--- config.mk ---
export PLATFORM = sky130hd
export DESIGN_NAME = normalized_line_hash_unit_flat
export DESIGN_NICKNAME = d
export VERILOG_FILES = /design/src/sv/nlh_pkg.sv /design/src/sv/nlh_item_if.sv /design/src/sv/nlh_result_if.sv /design/src/sv/nlh_cfg_if.sv /design/src/sv/nlh_byte_filter.sv /design/src/sv/nlh_hash_core.sv /design/src/sv/normalized_line_hash_unit.sv /design/src/flat_wrapper.sv
export SDC_FILE = /design/constraint.sdc
export NUM_CORES = 1
export LEC_CHECK = 0
export BUFFER_PORTS_ARGS = -buffer_cell sky130_fd_sc_hd__buf_2
export CORE_MARGIN = 5
export CORE_UTILIZATION = 61
export CTS_CLUSTER_DIAMETER = 80
export DETAILED_ROUTE_END_ITERATION = 7
export HOLD_SLACK_MARGIN = 0.12
export PLACE_DENSITY = 0.8
export SLEW_MARGIN = 10
export SYNTH_ARGS = -nofsm -noshare
export SYNTH_HDL_FRONTEND = slang
export SYNTH_HIERARCHICAL = 1
export SYNTH_SLANG_ARGS = --single-unit
--- constraint.sdc ---
create_clock -name clk -period 11.3 [get_ports clk]
set_input_delay 0.565 -clock clk [delete_from_list [all_inputs] [get_ports clk]]
set_output_delay 0.565 -clock clk [all_outputs]
set_load 0.05 [all_outputs]
--- src/sv/nlh_pkg.sv ---
// Shared types, constants and helper functions of the normalized line hash unit.
`timescale 1ns / 1ps

package nlh_pkg;

  // Width of the normalized length counter and of the norm_length field.
  localparam int LENGTH_BITS = 16;
  localparam logic [LENGTH_BITS-1:0] LENGTH_MAX = {LENGTH_BITS{1'b1}};

  // FNV-1a 32-bit constants.
  localparam logic [31:0] FNV_BASIS = 32'h811C9DC5;
  localparam logic [31:0] FNV_PRIME = 32'h01000193;

  // Character codes used by the normaliser.
  localparam logic [7:0] CHAR_SPACE   = 8'h20;
  localparam logic [7:0] CHAR_TAB     = 8'h09;
  localparam logic [7:0] CHAR_CR      = 8'h0D;
  localparam logic [7:0] CHAR_FF      = 8'h0C;
  localparam logic [7:0] CHAR_VT      = 8'h0B;
  localparam logic [7:0] CHAR_UPPER_A = 8'h41;
  localparam logic [7:0] CHAR_UPPER_Z = 8'h5A;
  localparam logic [7:0] CASE_BIT     = 8'h20;

  // Configuration register indexes.
  localparam int CFG_INDEX_BITS = 2;
  localparam logic [CFG_INDEX_BITS-1:0] REG_IGNORE_CASE         = 2'd0;
  localparam logic [CFG_INDEX_BITS-1:0] REG_IGNORE_ALL_SPACE    = 2'd1;
  localparam logic [CFG_INDEX_BITS-1:0] REG_IGNORE_SPACE_CHANGE = 2'd2;
  localparam logic [CFG_INDEX_BITS-1:0] REG_STRIP_TRAILING_CR   = 2'd3;

  // Normalisation mode bits held by the top level.
  typedef struct packed {
    logic ignore_case;
    logic ignore_all_space;
    logic ignore_space_change;
    logic strip_trailing_cr;
  } cfg_t;

  // Decision for one byte, passed from the filter to the hash core.
  typedef struct packed {
    logic       emit;       // fold value into the hash
    logic       mark_space; // whitespace under space-change mode
    logic       eol;        // last item of the line
    logic [7:0] value;      // byte after case folding
  } byte_ctl_t;

  // True for space, tab, CR, FF and VT.
  function automatic logic is_ws(input logic [7:0] c);
    return (c == CHAR_SPACE) || (c == CHAR_TAB) || (c == CHAR_CR) ||
           (c == CHAR_FF) || (c == CHAR_VT);
  endfunction

  // Length increment that stops at the top of the counter range.
  function automatic logic [LENGTH_BITS-1:0] sat_inc(input logic [LENGTH_BITS-1:0] n);
    return (n == LENGTH_MAX) ? n : n + LENGTH_BITS'(1);
  endfunction

endpackage

--- src/sv/nlh_item_if.sv ---
// Input channel carrying one raw byte of a text line per transaction.
`timescale 1ns / 1ps

interface nlh_item_if;
  logic       valid;
  logic       ready;
  logic [7:0] char_byte;
  logic       has_byte;
  logic       end_of_line;

  modport source (output valid, output char_byte, output has_byte, output end_of_line,
                  input ready);
  modport sink (input valid, input char_byte, input has_byte, input end_of_line,
                output ready);
endinterface

--- src/sv/nlh_result_if.sv ---
// Output channel carrying the hash and normalized length of one line per transaction.
`timescale 1ns / 1ps

interface nlh_result_if;
  logic                         valid;
  logic                         ready;
  logic [31:0]                  line_hash;
  logic [nlh_pkg::LENGTH_BITS-1:0] norm_length;

  modport source (output valid, output line_hash, output norm_length, input ready);
  modport sink (input valid, input line_hash, input norm_length, output ready);
endinterface

--- src/sv/nlh_cfg_if.sv ---
// Configuration write channel: register index and write data per transaction.
`timescale 1ns / 1ps

interface nlh_cfg_if;
  logic                                valid;
  logic                                ready;
  logic [nlh_pkg::CFG_INDEX_BITS-1:0]  index;
  logic                                data;

  modport source (output valid, output index, output data, input ready);
  modport sink (input valid, input index, input data, output ready);
endinterface

--- src/sv/nlh_byte_filter.sv ---
// Byte classifier: decides whether a byte is dropped, marks a space or is hashed.
`timescale 1ns / 1ps

module nlh_byte_filter (
  input  nlh_pkg::cfg_t      cfg,
  input  logic [7:0]         char_byte,
  input  logic               has_byte,
  input  logic               end_of_line,
  output nlh_pkg::byte_ctl_t ctl
);

  logic ws;
  logic drop_cr;
  logic upper;

  // Classify the byte against the current modes.
  always_comb begin
    ws      = nlh_pkg::is_ws(char_byte);
    drop_cr = cfg.strip_trailing_cr && end_of_line && (char_byte == nlh_pkg::CHAR_CR);
    upper   = (char_byte >= nlh_pkg::CHAR_UPPER_A) && (char_byte <= nlh_pkg::CHAR_UPPER_Z);

    ctl.eol        = end_of_line;
    ctl.emit       = 1'b0;
    ctl.mark_space = 1'b0;
    ctl.value      = (cfg.ignore_case && upper) ? (char_byte | nlh_pkg::CASE_BIT) : char_byte;

    // All-space mode takes precedence over space-change mode.
    if (has_byte && !drop_cr) begin
      if (ws && cfg.ignore_all_space) begin
        ctl.emit = 1'b0;
      end else if (ws && cfg.ignore_space_change) begin
        ctl.mark_space = 1'b1;
      end else begin
        ctl.emit = 1'b1;
      end
    end
  end

endmodule

--- src/sv/nlh_hash_core.sv ---
// FNV-1a accumulator with a speculative hash for a deferred collapsed space.
`timescale 1ns / 1ps

module nlh_hash_core (
  input  logic                            clk,
  input  logic                            rst,
  input  logic                            step,
  input  nlh_pkg::byte_ctl_t              ctl,
  output logic [31:0]                     line_hash,
  output logic [nlh_pkg::LENGTH_BITS-1:0] line_length
);

  // Running line state.
  logic [31:0]                     hash_accum;
  logic [nlh_pkg::LENGTH_BITS-1:0] length_count;
  logic                            pending_space;
  // Hash and length as they would be once the pending space is written.
  logic [31:0]                     spec_hash;
  logic [nlh_pkg::LENGTH_BITS-1:0] spec_length;

  logic [31:0]                     base_hash;
  logic [nlh_pkg::LENGTH_BITS-1:0] base_length;
  logic [31:0]                     mul_operand;
  logic [31:0]                     product;
  logic [nlh_pkg::LENGTH_BITS-1:0] inc_length;
  logic [31:0]                     hash_accum_next;
  logic [nlh_pkg::LENGTH_BITS-1:0] length_count_next;

  // One shared constant multiplier: a byte either marks a space or is hashed.
  always_comb begin
    base_hash   = pending_space ? spec_hash : hash_accum;
    base_length = pending_space ? spec_length : length_count;
    mul_operand = ctl.mark_space ? (hash_accum ^ {24'd0, nlh_pkg::CHAR_SPACE})
                                 : (base_hash ^ {24'd0, ctl.value});
    product     = 32'(mul_operand * nlh_pkg::FNV_PRIME);
    inc_length  = nlh_pkg::sat_inc(ctl.mark_space ? length_count : base_length);

    hash_accum_next   = ctl.emit ? product : hash_accum;
    length_count_next = ctl.emit ? inc_length : length_count;
  end

  assign line_hash   = hash_accum_next;
  assign line_length = length_count_next;

  // Control state: a line end starts the next line from the offset basis.
  always_ff @(posedge clk) begin
    if (rst) begin
      hash_accum    <= nlh_pkg::FNV_BASIS;
      length_count  <= '0;
      pending_space <= 1'b0;
    end else if (step) begin
      if (ctl.eol) begin
        hash_accum    <= nlh_pkg::FNV_BASIS;
        length_count  <= '0;
        pending_space <= 1'b0;
      end else begin
        hash_accum   <= hash_accum_next;
        length_count <= length_count_next;
        if (ctl.mark_space) begin
          pending_space <= 1'b1;
        end else if (ctl.emit) begin
          pending_space <= 1'b0;
        end
      end
    end
  end

  // Speculative values are only read while a space is pending.
  always_ff @(posedge clk) begin
    if (step && ctl.mark_space) begin
      spec_hash   <= product;
      spec_length <= inc_length;
    end
  end

endmodule

--- src/sv/normalized_line_hash_unit.sv ---
// Top level of the normalized line hash unit: channel registers and mode registers.
//
// Usage: bytes of a text line arrive on the items channel, one per transaction,
// with has_byte = 0 for an item that carries no byte, such as one that only
// closes a line, and end_of_line = 1 on the last item of each line. For every
// item with end_of_line = 1 one transaction appears on the results channel with
// the FNV-1a hash of the normalized line and its length (saturating at all ones).
// Modes are written through the cfg channel (index 0 ignore_case, 1
// ignore_all_space, 2 ignore_space_change, 3 strip_trailing_cr) while no line
// is in flight; cfg.ready is always high.
// An accepted item is processed from the input register; a line's result is
// loaded into the result register and is held there until it is taken.
// Throughput: one item per cycle while no line end waits on a stalled result, set
// by the single constant multiply in the hash loop; a whitespace byte pre-computes
// the hash of a collapsed space so a following byte still needs only one multiply.
// Reset (rst, synchronous) clears both channel registers, all modes and the
// line state. When the receiver stalls, the finished result is held; items that
// do not end a line keep flowing, and an item ending the next line waits in the
// input register, which then drops items.ready.
`timescale 1ns / 1ps

module normalized_line_hash_unit (
  input logic          clk,
  input logic          rst,
  nlh_item_if.sink     items,
  nlh_result_if.source results,
  nlh_cfg_if.sink      cfg
);

  nlh_pkg::cfg_t                   mode;
  nlh_pkg::byte_ctl_t              ctl;

  // Input register.
  logic                            s1_valid;
  logic [7:0]                      s1_byte;
  logic                            s1_has;
  logic                            s1_eol;

  // Result register.
  logic                            res_valid;
  logic [31:0]                     res_hash;
  logic [nlh_pkg::LENGTH_BITS-1:0] res_length;

  logic                            step;
  logic                            load_result;
  logic [31:0]                     line_hash;
  logic [nlh_pkg::LENGTH_BITS-1:0] line_length;

  // Mode registers, written one bit per transaction.
  assign cfg.ready = 1'b1;

  always_ff @(posedge clk) begin
    if (rst) begin
      mode <= '0;
    end else if (cfg.valid) begin
      unique case (cfg.index)
        nlh_pkg::REG_IGNORE_CASE:         mode.ignore_case         <= cfg.data;
        nlh_pkg::REG_IGNORE_ALL_SPACE:    mode.ignore_all_space    <= cfg.data;
        nlh_pkg::REG_IGNORE_SPACE_CHANGE: mode.ignore_space_change <= cfg.data;
        nlh_pkg::REG_STRIP_TRAILING_CR:   mode.strip_trailing_cr   <= cfg.data;
        default:                          mode                     <= mode;
      endcase
    end
  end

  // An item is processed unless it ends a line while the result slot is full and not being taken.
  assign step        = s1_valid && (!s1_eol || !res_valid || results.ready);
  assign load_result = step && s1_eol;
  assign items.ready = !s1_valid || step;

  // Input register control.
  always_ff @(posedge clk) begin
    if (rst) begin
      s1_valid <= 1'b0;
    end else if (items.ready) begin
      s1_valid <= items.valid;
    end
  end

  // Input register payload.
  always_ff @(posedge clk) begin
    if (items.valid && items.ready) begin
      s1_byte <= items.char_byte;
      s1_has  <= items.has_byte;
      s1_eol  <= items.end_of_line;
    end
  end

  nlh_byte_filter u_filter (
    .cfg         (mode),
    .char_byte   (s1_byte),
    .has_byte    (s1_has),
    .end_of_line (s1_eol),
    .ctl         (ctl)
  );

  nlh_hash_core u_core (
    .clk         (clk),
    .rst         (rst),
    .step        (step),
    .ctl         (ctl),
    .line_hash   (line_hash),
    .line_length (line_length)
  );

  // Result register control.
  always_ff @(posedge clk) begin
    if (rst) begin
      res_valid <= 1'b0;
    end else if (load_result) begin
      res_valid <= 1'b1;
    end else if (results.ready) begin
      res_valid <= 1'b0;
    end
  end

  // Result register payload.
  always_ff @(posedge clk) begin
    if (load_result) begin
      res_hash   <= line_hash;
      res_length <= line_length;
    end
  end

  assign results.valid       = res_valid;
  assign results.line_hash   = res_hash;
  assign results.norm_length = res_length;

endmodule

--- src/flat_wrapper.sv ---
// flat-port wrapper written by rule: the top's interface ports become plain ports
module normalized_line_hash_unit_flat 
  (clk, rst, items_valid, items_char_byte, items_has_byte, items_end_of_line, items_ready, results_valid, results_line_hash, results_norm_length, results_ready, cfg_valid, cfg_index, cfg_data, cfg_ready);
  nlh_item_if items_i ();
  nlh_result_if results_i ();
  nlh_cfg_if cfg_i ();
  input logic clk;
  input logic rst;
  input wire logic [$bits(items_i.valid)-1:0] items_valid;
  input wire logic [$bits(items_i.char_byte)-1:0] items_char_byte;
  input wire logic [$bits(items_i.has_byte)-1:0] items_has_byte;
  input wire logic [$bits(items_i.end_of_line)-1:0] items_end_of_line;
  output wire logic [$bits(items_i.ready)-1:0] items_ready;
  output wire logic [$bits(results_i.valid)-1:0] results_valid;
  output wire logic [$bits(results_i.line_hash)-1:0] results_line_hash;
  output wire logic [$bits(results_i.norm_length)-1:0] results_norm_length;
  input wire logic [$bits(results_i.ready)-1:0] results_ready;
  input wire logic [$bits(cfg_i.valid)-1:0] cfg_valid;
  input wire logic [$bits(cfg_i.index)-1:0] cfg_index;
  input wire logic [$bits(cfg_i.data)-1:0] cfg_data;
  output wire logic [$bits(cfg_i.ready)-1:0] cfg_ready;
  assign items_i.valid = items_valid;
  assign items_i.char_byte = items_char_byte;
  assign items_i.has_byte = items_has_byte;
  assign items_i.end_of_line = items_end_of_line;
  assign items_ready = items_i.ready;
  assign results_valid = results_i.valid;
  assign results_line_hash = results_i.line_hash;
  assign results_norm_length = results_i.norm_length;
  assign results_i.ready = results_ready;
  assign cfg_i.valid = cfg_valid;
  assign cfg_i.index = cfg_index;
  assign cfg_i.data = cfg_data;
  assign cfg_ready = cfg_i.ready;
  normalized_line_hash_unit u_core (.clk(clk), .rst(rst), .items(items_i), .results(results_i), .cfg(cfg_i));
endmodule
==> metrics.txt, run 1 <==
# TYPE chip_impl_metric gauge
chip_impl_metric{name="post_cts_hold_buffer_count",unit=""} 0
chip_impl_info{name="hold-path-endpoint",value="u_core/s1_eol"} 1
chip_impl_metric{name="worst_ep_arrival_time",unit="ns"} 8.21
chip_impl_metric{name="cts_made_buffers",unit=""} 17
chip_impl_info{name="hold_sp",value="items_end_of_line"} 1
chip_impl_metric{name="critical_path.max_fanout",unit=""} 39
chip_impl_metric{name="fmax",unit="GHz"} 0.126
chip_impl_metric{name="worst-endpoint-required",unit="ns"} 11.60
chip_impl_metric{name="dieWidth",unit="um"} 156
chip_impl_info{name="regToRegEndpoint",value="u_core/results.line_hash[30]"} 1
chip_impl_info{name="standard_cell_with_the_maximum_stage_delay_on_the_critical_path",value="sky130_fd_sc_hd__fa_1"} 1
chip_impl_metric{name="slowest_delay",unit="ns"} 0.54
chip_impl_info{name="tritoncts_clock_tree",value="yes"} 1
chip_impl_metric{name="route.detailed.drc",unit=""} 0
chip_impl_metric{name="yosys.area_share.simple",unit=""} 0.114
chip_impl_metric{name="clk_pin_slew_worst_paths",unit="ns"} 0.08
chip_impl_metric{name="syn2layout_area_growth",unit="%"} 9.14
chip_impl_info{name="worstSetupEndpointType",value="register"} 1
chip_impl_metric{name="post_synthesis_share_of_cell_area_spent_on_full_adders_half_adders_and_majority_gates",unit=""} 0.291
chip_impl_metric{name="synth-edff-count",unit=""} 106
chip_impl_metric{name="synth_nets",unit=""} 1541
chip_impl_metric{name="postRouteWirelength",unit="um"} 29800
chip_impl_metric{name="gp_congestion",unit=""} 0.910
chip_impl_metric{name="grt_remaining_overflow",unit=""} 0
chip_impl_metric{name="insertedDiodeCount",unit=""} 0
chip_impl_metric{name="worst_hold_path.num_cells",unit=""} 1
chip_impl_metric{name="synthXorXnorAreaFrac",unit=""} 0.0431
chip_impl_metric{name="ys_seq_elements",unit=""} 161
chip_impl_metric{name="avgViaCountPerCell",unit=""} 5.80
chip_impl_metric{name="cts_repair_resize_count",unit=""} 0
chip_impl_info{name="worstSetupPathType",value="reg -> reg"} 1
chip_impl_metric{name="synthesized_area_fraction_occupied_by_ao_oa_aoi_and_oai_cells",unit=""} 0.102
chip_impl_metric{name="drt_first_pass_iters",unit=""} 5
chip_impl_metric{name="yosys_warnings",unit=""} 6
chip_impl_metric{name="nFillCells",unit=""} 1508
chip_impl_metric{name="fin_hold_ws",unit="ns"} 0.299
chip_impl_info{name="unrepaired_setup_endpoints_after_global_routing",value="false"} 1
chip_impl_metric{name="slew_margin_rel",unit=""} 0.327
chip_impl_metric{name="r2r_setup_slack",unit="ns"} 3.39
chip_impl_metric{name="ioPinCount",unit=""} 69
chip_impl_metric{name="buffer_ports.inserted",unit=""} 67
chip_impl_metric{name="cts.htree.levels",unit=""} 4
chip_impl_metric{name="first_global_vias",unit=""} 9528
chip_impl_metric{name="start_util",unit=""} 0.618
chip_impl_metric{name="hold_violations",unit=""} 0
chip_impl_metric{name="muxShareOfSynthArea",unit=""} 0.0502
chip_impl_metric{name="die_area",unit="mm2"} 0.0243
chip_impl_metric{name="max_slew.worst_pin.slew",unit="ns"} 0.999
chip_impl_metric{name="postSynthAreaPerCell",unit="um2"} 10.3
chip_impl_metric{name="core-area",unit="mm2"} 0.0210
chip_impl_metric{name="clkLatencyLatePin",unit="ns"} 0.43
chip_impl_metric{name="placed_wire_length_estimate_after_detailed_placement",unit="um"} 22400
chip_impl_metric{name="via_count",unit=""} 9339
chip_impl_info{name="combinational_family_with_the_most_area_after_synthesis",value="adder cells"} 1
chip_impl_info{name="ys.flop_type",value="sky130_fd_sc_hd__edfxtp_1"} 1
chip_impl_metric{name="maxSlewViolCount",unit=""} 0
chip_impl_metric{name="synth-seq-area-share",unit=""} 0.330
chip_impl_metric{name="post_route_cells_drive_above_1_share",unit=""} 0.132
chip_impl_metric{name="cts.sink_count",unit=""} 161
chip_impl_metric{name="clockBufferDepth",unit=""} 2
chip_impl_info{name="worst_setup_path_start_kind",value="register"} 1
chip_impl_info{name="reg2reg_from",value="u_core/s1_byte[3]"} 1
chip_impl_metric{name="timing.reg2reg.worst_path_depth",unit=""} 28
chip_impl_metric{name="placementRows",unit=""} 53
chip_impl_metric{name="post_synth_instance_area",unit="mm2"} 0.0130
chip_impl_metric{name="fp.dieH",unit="um"} 156
chip_impl_metric{name="postRouteAntennaNets",unit=""} 0
chip_impl_metric{name="global_route_wire_length_before_repair",unit="um"} 48100
chip_impl_metric{name="timing.final.setup_violations",unit=""} 0
chip_impl_metric{name="grt_usage",unit=""} 0.250
chip_impl_metric{name="timing.clock.skew",unit="ns"} 0.0157
chip_impl_metric{name="wl_per_cell",unit="um"} 18.5
chip_impl_metric{name="synthesis.instances",unit=""} 1265
chip_impl_metric{name="final_period_demand_of_the_worst_path",unit="ns"} 7.91
chip_impl_metric{name="setup_tns",unit="ns"} 0
chip_impl_info{name="hold_class",value="in -> reg"} 1
chip_impl_metric{name="antenna_found_initial",unit=""} 0
chip_impl_metric{name="final_nets",unit=""} 1597
chip_impl_info{name="status",value="finished, final reports clean"} 1
chip_impl_metric{name="grt_start_max_net_pins",unit=""} 44
chip_impl_metric{name="timing.final.crit_share",unit=""} 0.700
chip_impl_metric{name="max_cap_viol_count",unit=""} 0
chip_impl_metric{name="synthArstFlopShare",unit=""} 0
chip_impl_info{name="root_buffer",value="sky130_fd_sc_hd__clkbuf_16"} 1
chip_impl_metric{name="drt_iter0_drc",unit=""} 570
chip_impl_metric{name="synthDistinctLibCells",unit=""} 75
chip_impl_metric{name="postCtsSetupBuffers",unit=""} 0
==> registers in the layout, summed over array words and instances (netlist names), 4 cells and up <==
register	count
u_core/results.line_hash	32
u_core/u_core/hash_accum	32
u_core/u_core/spec_hash	32
u_core/results.norm_length	16
u_core/u_core/length_count	16
u_core/u_core/spec_length	16
u_core/s1_byte	8
u_core/mode	4
==> critical path, delay by kind of cell, from the launching register on <==
| family | cells | cell delay, ns |
|---|---|---|
| fa+ha+maj | 7 | 2.64 |
| compound gates | 4 | 1.11 |
| mux | 1 | 0.17 |
| buf+inv | 6 | 0.94 |
| simple gates | 10 | 2.38 |
| flops | 1 | 0.51 |
==> metrics by stage <==
stage                     utilization  setup slack (ns)  instances  cell area, um2
after floorplan                     -              3.11       1265           13000
after global placement          0.646              3.72       1577           13600
after detailed placement        0.646              3.42       1577           13600
after CTS                       0.674              3.40       1609           14200
after global routing            0.674              2.91       1609           14200
final                           0.674              3.39       1609           14200
==> synthesized netlist by cell type (3+ instances only) <==
cell                       count  area share
sky130_fd_sc_hd__o22a_1        6      0.0040
sky130_fd_sc_hd__nand2b_1     23       0.011
sky130_fd_sc_hd__nand3_1      13      0.0050
sky130_fd_sc_hd__o21a_1        4      0.0023
sky130_fd_sc_hd__ha_1        184        0.18
sky130_fd_sc_hd__o21ai_1       4      0.0015
sky130_fd_sc_hd__mux2i_1      19       0.015
sky130_fd_sc_hd__fa_1         74        0.11
sky130_fd_sc_hd__inv_1       182       0.053
sky130_fd_sc_hd__and3_1       10      0.0048
sky130_fd_sc_hd__a21o_1       13      0.0075
sky130_fd_sc_hd__a211oi_1      3      0.0017
sky130_fd_sc_hd__a21boi_0      3      0.0017
sky130_fd_sc_hd__nor3b_1       3      0.0017
sky130_fd_sc_hd__a31oi_1       3      0.0014
sky130_fd_sc_hd__buf_4        11      0.0064
sky130_fd_sc_hd__a22oi_1      15      0.0087
sky130_fd_sc_hd__clkbuf_1     22      0.0064
sky130_fd_sc_hd__xor2_1       30       0.020
sky130_fd_sc_hd__nor2_1       68       0.020
sky130_fd_sc_hd__a22o_1       20       0.013
sky130_fd_sc_hd__o21ai_0      30       0.012
sky130_fd_sc_hd__buf_1         8      0.0023
sky130_fd_sc_hd__mux2_2       41       0.036
sky130_fd_sc_hd__o22ai_1      11      0.0053
sky130_fd_sc_hd__dfxtp_1      55       0.085
sky130_fd_sc_hd__o21bai_1      6      0.0035
sky130_fd_sc_hd__nand2_1     119       0.034
sky130_fd_sc_hd__nand3b_1      5      0.0029
sky130_fd_sc_hd__and2_1       11      0.0053
sky130_fd_sc_hd__a21oi_1      49       0.019
sky130_fd_sc_hd__o211ai_1      5      0.0029
sky130_fd_sc_hd__nor2b_1      10      0.0048
sky130_fd_sc_hd__edfxtp_1    106        0.25
sky130_fd_sc_hd__xnor2_1      34       0.023
sky130_fd_sc_hd__o31ai_1       6      0.0035
sky130_fd_sc_hd__nor3_1       11      0.0042
==> worst max path at each step <==
stage	from	to	slack, ns
after floorplan	u_core/s1_byte[3]	u_core/results.line_hash[30]	3.11
after global placement	u_core/s1_byte[3]	u_core/results.line_hash[30]	3.72
after detailed placement	u_core/s1_byte[3]	u_core/results.line_hash[30]	3.42
after CTS	u_core/s1_byte[3]	u_core/results.line_hash[30]	3.40
after global routing	u_core/s1_byte[3]	u_core/results.line_hash[30]	2.91
final	u_core/s1_byte[3]	u_core/results.line_hash[30]	3.39
==> cells by family (layout without fill, tap and decap cells) <==
kind of cell               Yosys count  count (layout)
muxes                               60              60
buffers and inverters              227             296
other                                1               1
AOI/OAI and AO/OA                  198             198
xor gates and xnor gates            64              64
adders and majority gates          258             258
and+or+nand+nor                    296             296
DFF                                161             161
==> layer usage <==
layer | global-route usage | vias up | share of wire
li1 | - | 4450 | -
met1 | 0.334 | 4489 | 0.43
met2 | 0.420 | 347 | 0.48
met3 | 0.0377 | 53 | 0.063
met4 | 0.0830 | 0 | 0.026
met5 | 0 | - | 0
==> final cells by class <==
| cell class | count | area (um2) | area share |
|---|---|---|---|
| clock buffers | 17 | 425 | 0.0300 |
| clock inverters | 15 | 183 | 0.0129 |
| inverters | 183 | 687 | 0.0484 |
| multi-input cells | 877 | 7820 | 0.551 |
| flip-flops and latches | 161 | 4280 | 0.302 |
| well taps | 275 | 344 | 0.0243 |
| repair buffers | 81 | 440 | 0.0311 |
==> placed cells by master (no fill, tap or decap), types with 10 or more instances in the layout <==
master / netlist / routed
sky130_fd_sc_hd__and2_1: 11 / 10
sky130_fd_sc_hd__inv_1: 182 / 182
sky130_fd_sc_hd__nor2b_1: 10 / 10
sky130_fd_sc_hd__mux2_2: 41 / 41
sky130_fd_sc_hd__a22oi_1: 15 / 15
sky130_fd_sc_hd__xor2_1: 30 / 30
sky130_fd_sc_hd__buf_2: 2 / 67
sky130_fd_sc_hd__a22o_1: 20 / 20
sky130_fd_sc_hd__nand2b_1: 23 / 22
sky130_fd_sc_hd__nor3_1: 11 / 11
sky130_fd_sc_hd__mux2i_1: 19 / 19
sky130_fd_sc_hd__ha_1: 184 / 184
sky130_fd_sc_hd__xnor2_1: 34 / 34
sky130_fd_sc_hd__nand3_1: 13 / 13
sky130_fd_sc_hd__nand2_1: 119 / 119
sky130_fd_sc_hd__fa_1: 74 / 74
sky130_fd_sc_hd__dfxtp_1: 55 / 55
sky130_fd_sc_hd__buf_4: 11 / 14
sky130_fd_sc_hd__edfxtp_1: 106 / 106
sky130_fd_sc_hd__clkbuf_16: 0 / 17
sky130_fd_sc_hd__o22ai_1: 11 / 11
sky130_fd_sc_hd__nor2_1: 68 / 67
sky130_fd_sc_hd__o21ai_0: 30 / 30
sky130_fd_sc_hd__a21oi_1: 49 / 49
sky130_fd_sc_hd__and3_1: 10 / 10
sky130_fd_sc_hd__a21o_1: 13 / 13
Power of run 1 is not shown: default switching activity piles up to over one toggle a cycle in this logic, so the estimate is an artifact.
==> run 2, diff against run 1 <==
- CORE_UTILIZATION: 61 -> 57
- PLACE_DENSITY: 0.8 -> 0.78
- clock period: 11.3 -> 7 ns (I/O delays scaled with it)
==> metrics.txt, run 2 (synthesis results as in run 1) <==
# TYPE chip_impl_metric gauge
chip_impl_metric{name="grtUsageMet3",unit=""} 0.0521
chip_impl_metric{name="cts.sink_count",unit=""} 161
chip_impl_metric{name="fmax",unit="GHz"} 0.146
chip_impl_metric{name="grt_start_max_net_pins",unit=""} 38
chip_impl_metric{name="buffer_ports.inserted",unit=""} 67
chip_impl_metric{name="via_count",unit=""} 9858
chip_impl_metric{name="maxSlewViolCount",unit=""} 0
chip_impl_metric{name="max_slew.worst_pin.slew",unit="ns"} 1.36
chip_impl_info{name="tritoncts_clock_tree",value="yes"} 1
chip_impl_metric{name="core-area",unit="mm2"} 0.0226
chip_impl_metric{name="drt_iter0_drc",unit=""} 767
chip_impl_metric{name="final.setup.worst_slack",unit="ns"} 0.156
chip_impl_info{name="reg2reg_from",value="u_core/s1_byte[1]"} 1
chip_impl_metric{name="antenna_found_initial",unit=""} 0
chip_impl_metric{name="use_met1",unit=""} 0.322
chip_impl_metric{name="grt_usage",unit=""} 0.248
chip_impl_metric{name="global_route_wire_length_before_repair",unit="um"} 50700
chip_impl_metric{name="slew_margin_rel",unit=""} 0.0923
chip_impl_info{name="hold_class",value="in -> reg"} 1
chip_impl_info{name="busiest_layer_in_global_routing",value="met2"} 1
chip_impl_metric{name="place_worst_setup_slack",unit="ns"} -0.0636
chip_impl_metric{name="avgViaCountPerCell",unit=""} 5.87
chip_impl_metric{name="wl_per_cell",unit="um"} 19.7
chip_impl_metric{name="critical_path.max_fanout",unit=""} 13
chip_impl_metric{name="r2r_setup_slack",unit="ns"} 0.16
chip_impl_metric{name="max_cap_viol_count",unit=""} 0
chip_impl_info{name="standard_cell_with_the_maximum_stage_delay_on_the_critical_path",value="sky130_fd_sc_hd__fa_1"} 1
chip_impl_metric{name="clk_pin_slew_worst_paths",unit="ns"} 0.08
chip_impl_metric{name="slowest_delay",unit="ns"} 0.54
chip_impl_metric{name="worst_hold_path.num_cells",unit=""} 3
chip_impl_metric{name="detailed_place.area",unit="mm2"} 0.0140
chip_impl_metric{name="final_period_demand_of_the_worst_path",unit="ns"} 6.84
chip_impl_metric{name="met2_grt_util",unit=""} 0.419
chip_impl_info{name="hold_sp",value="items_valid"} 1
chip_impl_info{name="root_buffer",value="sky130_fd_sc_hd__clkbuf_16"} 1
chip_impl_metric{name="placementRows",unit=""} 55
chip_impl_metric{name="timing.clock.skew",unit="ns"} 0.0188
chip_impl_metric{name="gp_congestion",unit=""} 0.914
chip_impl_metric{name="worst-endpoint-required",unit="ns"} 7.19
chip_impl_metric{name="fin_hold_ws",unit="ns"} 0.152
chip_impl_metric{name="route.detailed.drc",unit=""} 0
chip_impl_metric{name="hold_violations",unit=""} 0
chip_impl_metric{name="grt_remaining_overflow",unit=""} 0
chip_impl_metric{name="finalInstanceArea",unit="mm2"} 0.0154
chip_impl_info{name="regToRegEndpoint",value="u_core/results.line_hash[31]"} 1
chip_impl_metric{name="postRouteAntennaNets",unit=""} 0
chip_impl_info{name="status",value="finished, final reports clean"} 1
chip_impl_metric{name="ioPinCount",unit=""} 69
chip_impl_metric{name="cts_made_buffers",unit=""} 17
chip_impl_metric{name="start_util",unit=""} 0.576
chip_impl_metric{name="nFillCells",unit=""} 1612
chip_impl_metric{name="first_global_vias",unit=""} 9703
chip_impl_info{name="layout.cells.most_common",value="sky130_fd_sc_hd__inv_1"} 1
chip_impl_metric{name="die_area",unit="mm2"} 0.0259
chip_impl_metric{name="clkLatencyLatePin",unit="ns"} 0.44
chip_impl_metric{name="clockBufferDepth",unit=""} 2
chip_impl_metric{name="post_route_cells_drive_above_1_share",unit=""} 0.235
chip_impl_metric{name="syn2layout_area_growth",unit="%"} 18.6
chip_impl_info{name="worstSetupEndpointType",value="register"} 1
chip_impl_metric{name="timing.reg2reg.worst_path_depth",unit=""} 27
chip_impl_metric{name="worst_ep_arrival_time",unit="ns"} 7.03
chip_impl_metric{name="cts.htree.levels",unit=""} 4
chip_impl_metric{name="placed_wire_length_estimate_after_detailed_placement",unit="um"} 23700
chip_impl_info{name="hold-path-endpoint",value="u_core/s1_valid"} 1
chip_impl_metric{name="setup_tns",unit="ns"} 0
chip_impl_metric{name="timing.final.crit_share",unit=""} 0.978
chip_impl_info{name="worst_setup_path_start_kind",value="register"} 1
chip_impl_metric{name="fp.dieH",unit="um"} 161
chip_impl_info{name="worstSetupPathType",value="reg -> reg"} 1
chip_impl_metric{name="drt_first_pass_iters",unit=""} 5
chip_impl_metric{name="postRouteWirelength",unit="um"} 33100
chip_impl_metric{name="insertedDiodeCount",unit=""} 0
chip_impl_metric{name="timing.final.setup_violations",unit=""} 0
chip_impl_metric{name="dieWidth",unit="um"} 161
chip_impl_info{name="leading_cell_types_in_the_layout_fill_and_taps_excluded",value="180 x sky130_fd_sc_hd__inv_1, 152 x sky130_fd_sc_hd__ha_1, 106 x sky130_fd_sc_hd__edfxtp_1, 97 x sky130_fd_sc_hd__nand2_1, 71 x sky130_fd_sc_hd__fa_1"} 1
chip_impl_metric{name="final_nets",unit=""} 1658
run 2: area by class of cell:
type,instances,area [um2],share of cell area
multi-input combinational,877,8500,0.552
sequential,161,4280,0.278
timing repair buffer,142,991,0.0643
inverter,183,687,0.0446
clock buffer,17,425,0.0276
tap,285,357,0.0231
clock inverter,15,159,0.0103
run 2: worst max path at each step:
stage                      startpoint                           end  slack, ns  cells after the start
global route        u_core/s1_byte[1]  u_core/results.line_hash[30]      -0.09                     27
detailed placement  u_core/s1_byte[1]  u_core/results.line_hash[29]      -0.06                     25
finish              u_core/s1_byte[1]  u_core/results.line_hash[31]       0.16                     27
global placement    u_core/s1_byte[1]  u_core/results.line_hash[29]       0.09                     25
CTS                 u_core/s1_byte[1]  u_core/results.line_hash[30]       0.02                     29
floorplan           u_core/s1_byte[0]  u_core/results.line_hash[30]     -0.006                     30
run 2: what timing repair did:
item | CTS | global route
endpoints found under the setup margin | 4 | 34
hold buffers | 10 | 0
gates cloned | 0 | 1
pin swaps | 1 | 33
buffers inserted | 0 | 18
resized for setup | 5 | 105
endpoints found under the hold margin | 10 | 0
run 2: through the flow:
step / util / std cells
final: 0.682 / 1680
after global routing: 0.682 / 1680
after CTS: 0.653 / 1661
after detailed placement: 0.622 / 1619
after global placement: 0.622 / 1619
after floorplan: - / 1265
run 2: metal layers:
| metal | vias up | share of wire | wire length [um] |
|---|---|---|---|
| met5 | - | 0 | 0 |
| met4 | 0 | 0.034 | 1140 |
| met3 | 79 | 0.071 | 2340 |
| met2 | 409 | 0.48 | 15700 |
| met1 | 4795 | 0.42 | 13800 |
| li1 | 4575 | - | - |
run 2: critical path: cells and delay by family (launching register included):
| kind | cells | cell delay, ns |
|---|---|---|
| compound gates | 2 | 0.48 |
| buf+inv | 6 | 0.59 |
| mux | 1 | 0.27 |
| simple gates | 9 | 1.59 |
| xor+xnor | 1 | 0.12 |
| fa+ha+maj | 8 | 3.10 |
| flops | 1 | 0.42 |
Power of run 2 is left out for the same reason.
==> run 3, diff against run 2 <==
- CORE_UTILIZATION: 57 -> 54
- CTS_CLUSTER_DIAMETER: 80 -> 60
- PLACE_DENSITY: 0.78 -> 0.75
- SLEW_MARGIN: 10 -> default
==> metrics.txt, run 3 (synthesis results as in run 1) <==
# TYPE chip_impl_metric gauge
chip_impl_info{name="status",value="finished, final reports clean"} 1
chip_impl_metric{name="worst_ep_arrival_time",unit="ns"} 7.07
chip_impl_metric{name="dp.cells",unit=""} 1663
chip_impl_info{name="standard_cell_with_the_maximum_stage_delay_on_the_critical_path",value="sky130_fd_sc_hd__fa_1"} 1
chip_impl_metric{name="nFillCells",unit=""} 1665
chip_impl_info{name="root_buffer",value="sky130_fd_sc_hd__clkbuf_16"} 1
chip_impl_metric{name="dieWidth",unit="um"} 165
chip_impl_metric{name="global_route_wire_length_before_repair",unit="um"} 50300
chip_impl_metric{name="die_area",unit="mm2"} 0.0273
chip_impl_metric{name="worst_hold_path.num_cells",unit=""} 3
chip_impl_metric{name="maxSlewViolCount",unit=""} 0
chip_impl_metric{name="via_count",unit=""} 9964
chip_impl_metric{name="wl_per_cell",unit="um"} 19.1
chip_impl_metric{name="grtUsageMet3",unit=""} 0.0422
chip_impl_metric{name="finish.utilization",unit=""} 0.670
chip_impl_metric{name="timing.critical_path.depth",unit=""} 29
chip_impl_metric{name="grt_start_max_net_pins",unit=""} 55
chip_impl_metric{name="drt_first_pass_iters",unit=""} 5
chip_impl_info{name="worstSetupEndpointType",value="register"} 1
chip_impl_metric{name="postRouteAntennaNets",unit=""} 0
chip_impl_metric{name="route.detailed.drc",unit=""} 0
chip_impl_info{name="leading_cell_types_in_the_layout_fill_and_taps_excluded",value="181 x sky130_fd_sc_hd__inv_1, 143 x sky130_fd_sc_hd__ha_1, 106 x sky130_fd_sc_hd__edfxtp_1, 92 x sky130_fd_sc_hd__nand2_1, 89 x sky130_fd_sc_hd__buf_4"} 1
chip_impl_metric{name="max_slew.worst_pin.slew",unit="ns"} 0.971
chip_impl_metric{name="avgViaCountPerCell",unit=""} 5.71
chip_impl_metric{name="post_route_cells_drive_above_1_share",unit=""} 0.265
chip_impl_metric{name="insertedDiodeCount",unit=""} 0
chip_impl_metric{name="buffer_ports.inserted",unit=""} 67
chip_impl_info{name="tritoncts_clock_tree",value="yes"} 1
chip_impl_info{name="busiest_layer_in_global_routing",value="met2"} 1
chip_impl_metric{name="hold_violations",unit=""} 0
chip_impl_metric{name="ff_latch_area",unit="mm2"} 0.00428
chip_impl_metric{name="start_util",unit=""} 0.550
chip_impl_metric{name="slowest_delay",unit="ns"} 0.54
chip_impl_metric{name="postRouteWirelength",unit="um"} 33300
chip_impl_metric{name="syn2layout_area_growth",unit="%"} 21.7
chip_impl_metric{name="grt_usage",unit=""} 0.237
chip_impl_metric{name="setup_tns",unit="ns"} 0
chip_impl_metric{name="placementRows",unit=""} 56
chip_impl_metric{name="placed_wire_length_estimate_after_detailed_placement",unit="um"} 23500
chip_impl_metric{name="cts.sink_count",unit=""} 161
chip_impl_metric{name="fmax",unit="GHz"} 0.145
chip_impl_metric{name="final_nets",unit=""} 1688
chip_impl_metric{name="cts.htree.levels",unit=""} 4
chip_impl_metric{name="timing.final.setup_violations",unit=""} 0
chip_impl_metric{name="core-area",unit="mm2"} 0.0236
chip_impl_metric{name="clk_pin_slew_worst_paths",unit="ns"} 0.07
chip_impl_metric{name="cts_made_buffers",unit=""} 17
chip_impl_info{name="worstSetupPathType",value="reg -> reg"} 1
chip_impl_metric{name="clkLatencyLatePin",unit="ns"} 0.44
chip_impl_metric{name="stdcell_count",unit=""} 1744
chip_impl_metric{name="use_met1",unit=""} 0.309
chip_impl_metric{name="ioPinCount",unit=""} 69
chip_impl_metric{name="multiInputGateArea",unit="mm2"} 0.00868
chip_impl_metric{name="met2_grt_util",unit=""} 0.396
chip_impl_metric{name="fp.dieH",unit="um"} 165
chip_impl_metric{name="grt_remaining_overflow",unit=""} 0
chip_impl_metric{name="clockBufferDepth",unit=""} 2
chip_impl_metric{name="timing.final.crit_share",unit=""} 0.983
chip_impl_metric{name="antenna_found_initial",unit=""} 0
chip_impl_metric{name="gp_congestion",unit=""} 0.901
chip_impl_info{name="layout.cells.most_common",value="sky130_fd_sc_hd__inv_1"} 1
chip_impl_metric{name="critical_path.max_fanout",unit=""} 8
chip_impl_metric{name="timing.clock.skew",unit="ns"} 0.0147
chip_impl_metric{name="cp.buffers_inverters",unit=""} 7
chip_impl_info{name="critPathTopFamily",value="adder cells"} 1
chip_impl_metric{name="max_cap_viol_count",unit=""} 0
chip_impl_metric{name="timing.reg2reg.worst_path_depth",unit=""} 29
chip_impl_info{name="hold_class",value="in -> reg"} 1
chip_impl_metric{name="first_global_vias",unit=""} 9900
chip_impl_metric{name="drt_iter0_drc",unit=""} 742
chip_impl_metric{name="worst-endpoint-required",unit="ns"} 7.18
chip_impl_metric{name="slew_margin_rel",unit=""} 0.346
chip_impl_metric{name="final_period_demand_of_the_worst_path",unit="ns"} 6.88
chip_impl_info{name="worst_setup_path_start_kind",value="register"} 1
[run 3: cell types whose count changed in the layout (fill, tap and decap cells not counted), moves of 4 or more]
cell	delta
sky130_fd_sc_hd__a21oi_1	-6
sky130_fd_sc_hd__a21oi_2	+6
sky130_fd_sc_hd__buf_12	-4
sky130_fd_sc_hd__buf_4	+29
sky130_fd_sc_hd__ha_2	+5
sky130_fd_sc_hd__nand2_1	-5
sky130_fd_sc_hd__o21ai_2	-5
sky130_fd_sc_hd__buf_6	+4
sky130_fd_sc_hd__o21ai_1	+5
sky130_fd_sc_hd__ha_4	+4
sky130_fd_sc_hd__ha_1	-9
[run 3: final timing paths]
kind                                     start  slack [ns]                      endpoint
hold / removal                     items_valid        0.15               u_core/s1_valid
setup reg to reg             u_core/s1_byte[1]        0.12  u_core/results.line_hash[30]
setup / recovery             u_core/s1_byte[1]        0.12  u_core/results.line_hash[30]
hold reg to reg   u_core/u_core/hash_accum[25]        0.50  u_core/u_core/hash_accum[25]
[run 3: metrics by stage]
step | hold slack, ns | worst slack, ns | instance area, um2
6_report | 0.148 | 0.118 | 15800
5_1_grt | 0.148 | -0.152 | 15800
4_1_cts | 0.127 | 0.00612 | 14900
3_5_place_dp | 0.485 | -0.236 | 14100
3_3_place_gp | 0.474 | -0.0510 | 14100
2_1_floorplan | 0.419 | -0.00614 | 13300
[run 3: layer usage]
| layer | routed length, um | share of wire |
|---|---|---|
| met1 | 14000 | 0.42 |
| met4 | 1020 | 0.031 |
| met2 | 16300 | 0.49 |
| met5 | 0 | 0 |
| met3 | 2020 | 0.061 |
[run 3: what timing repair did]
item,in CTS,in global routing
pin swaps,2,42
buffers inserted,3,35
hold buffers,10,0
endpoints found under the hold margin,10,0
gates cloned,0,1
gates resized for setup,12,135
endpoints found under the setup margin,17,31
[run 3: worst register-to-register path, delay by kind of cell (launching register included)]
| family | cells | cell delay, ns |
|---|---|---|
| and+or+nand+nor | 8 | 1.31 |
| adders and majority gates | 7 | 2.43 |
| buffers and inverters | 7 | 0.95 |
| muxes | 1 | 0.28 |
| DFF | 1 | 0.43 |
| AOI/OAI and AO/OA | 6 | 1.22 |
[run 3: area by class of cell]
cell class | count | share of cell area
clock buffers | 18 | 0.0285
flip-flops and latches | 161 | 0.271
well taps | 319 | 0.0252
inverters | 183 | 0.0434
repair buffers | 171 | 0.0736
clock inverters | 14 | 0.00973
multi-input cells | 878 | 0.549
Power of run 3 is left out for the same reason.
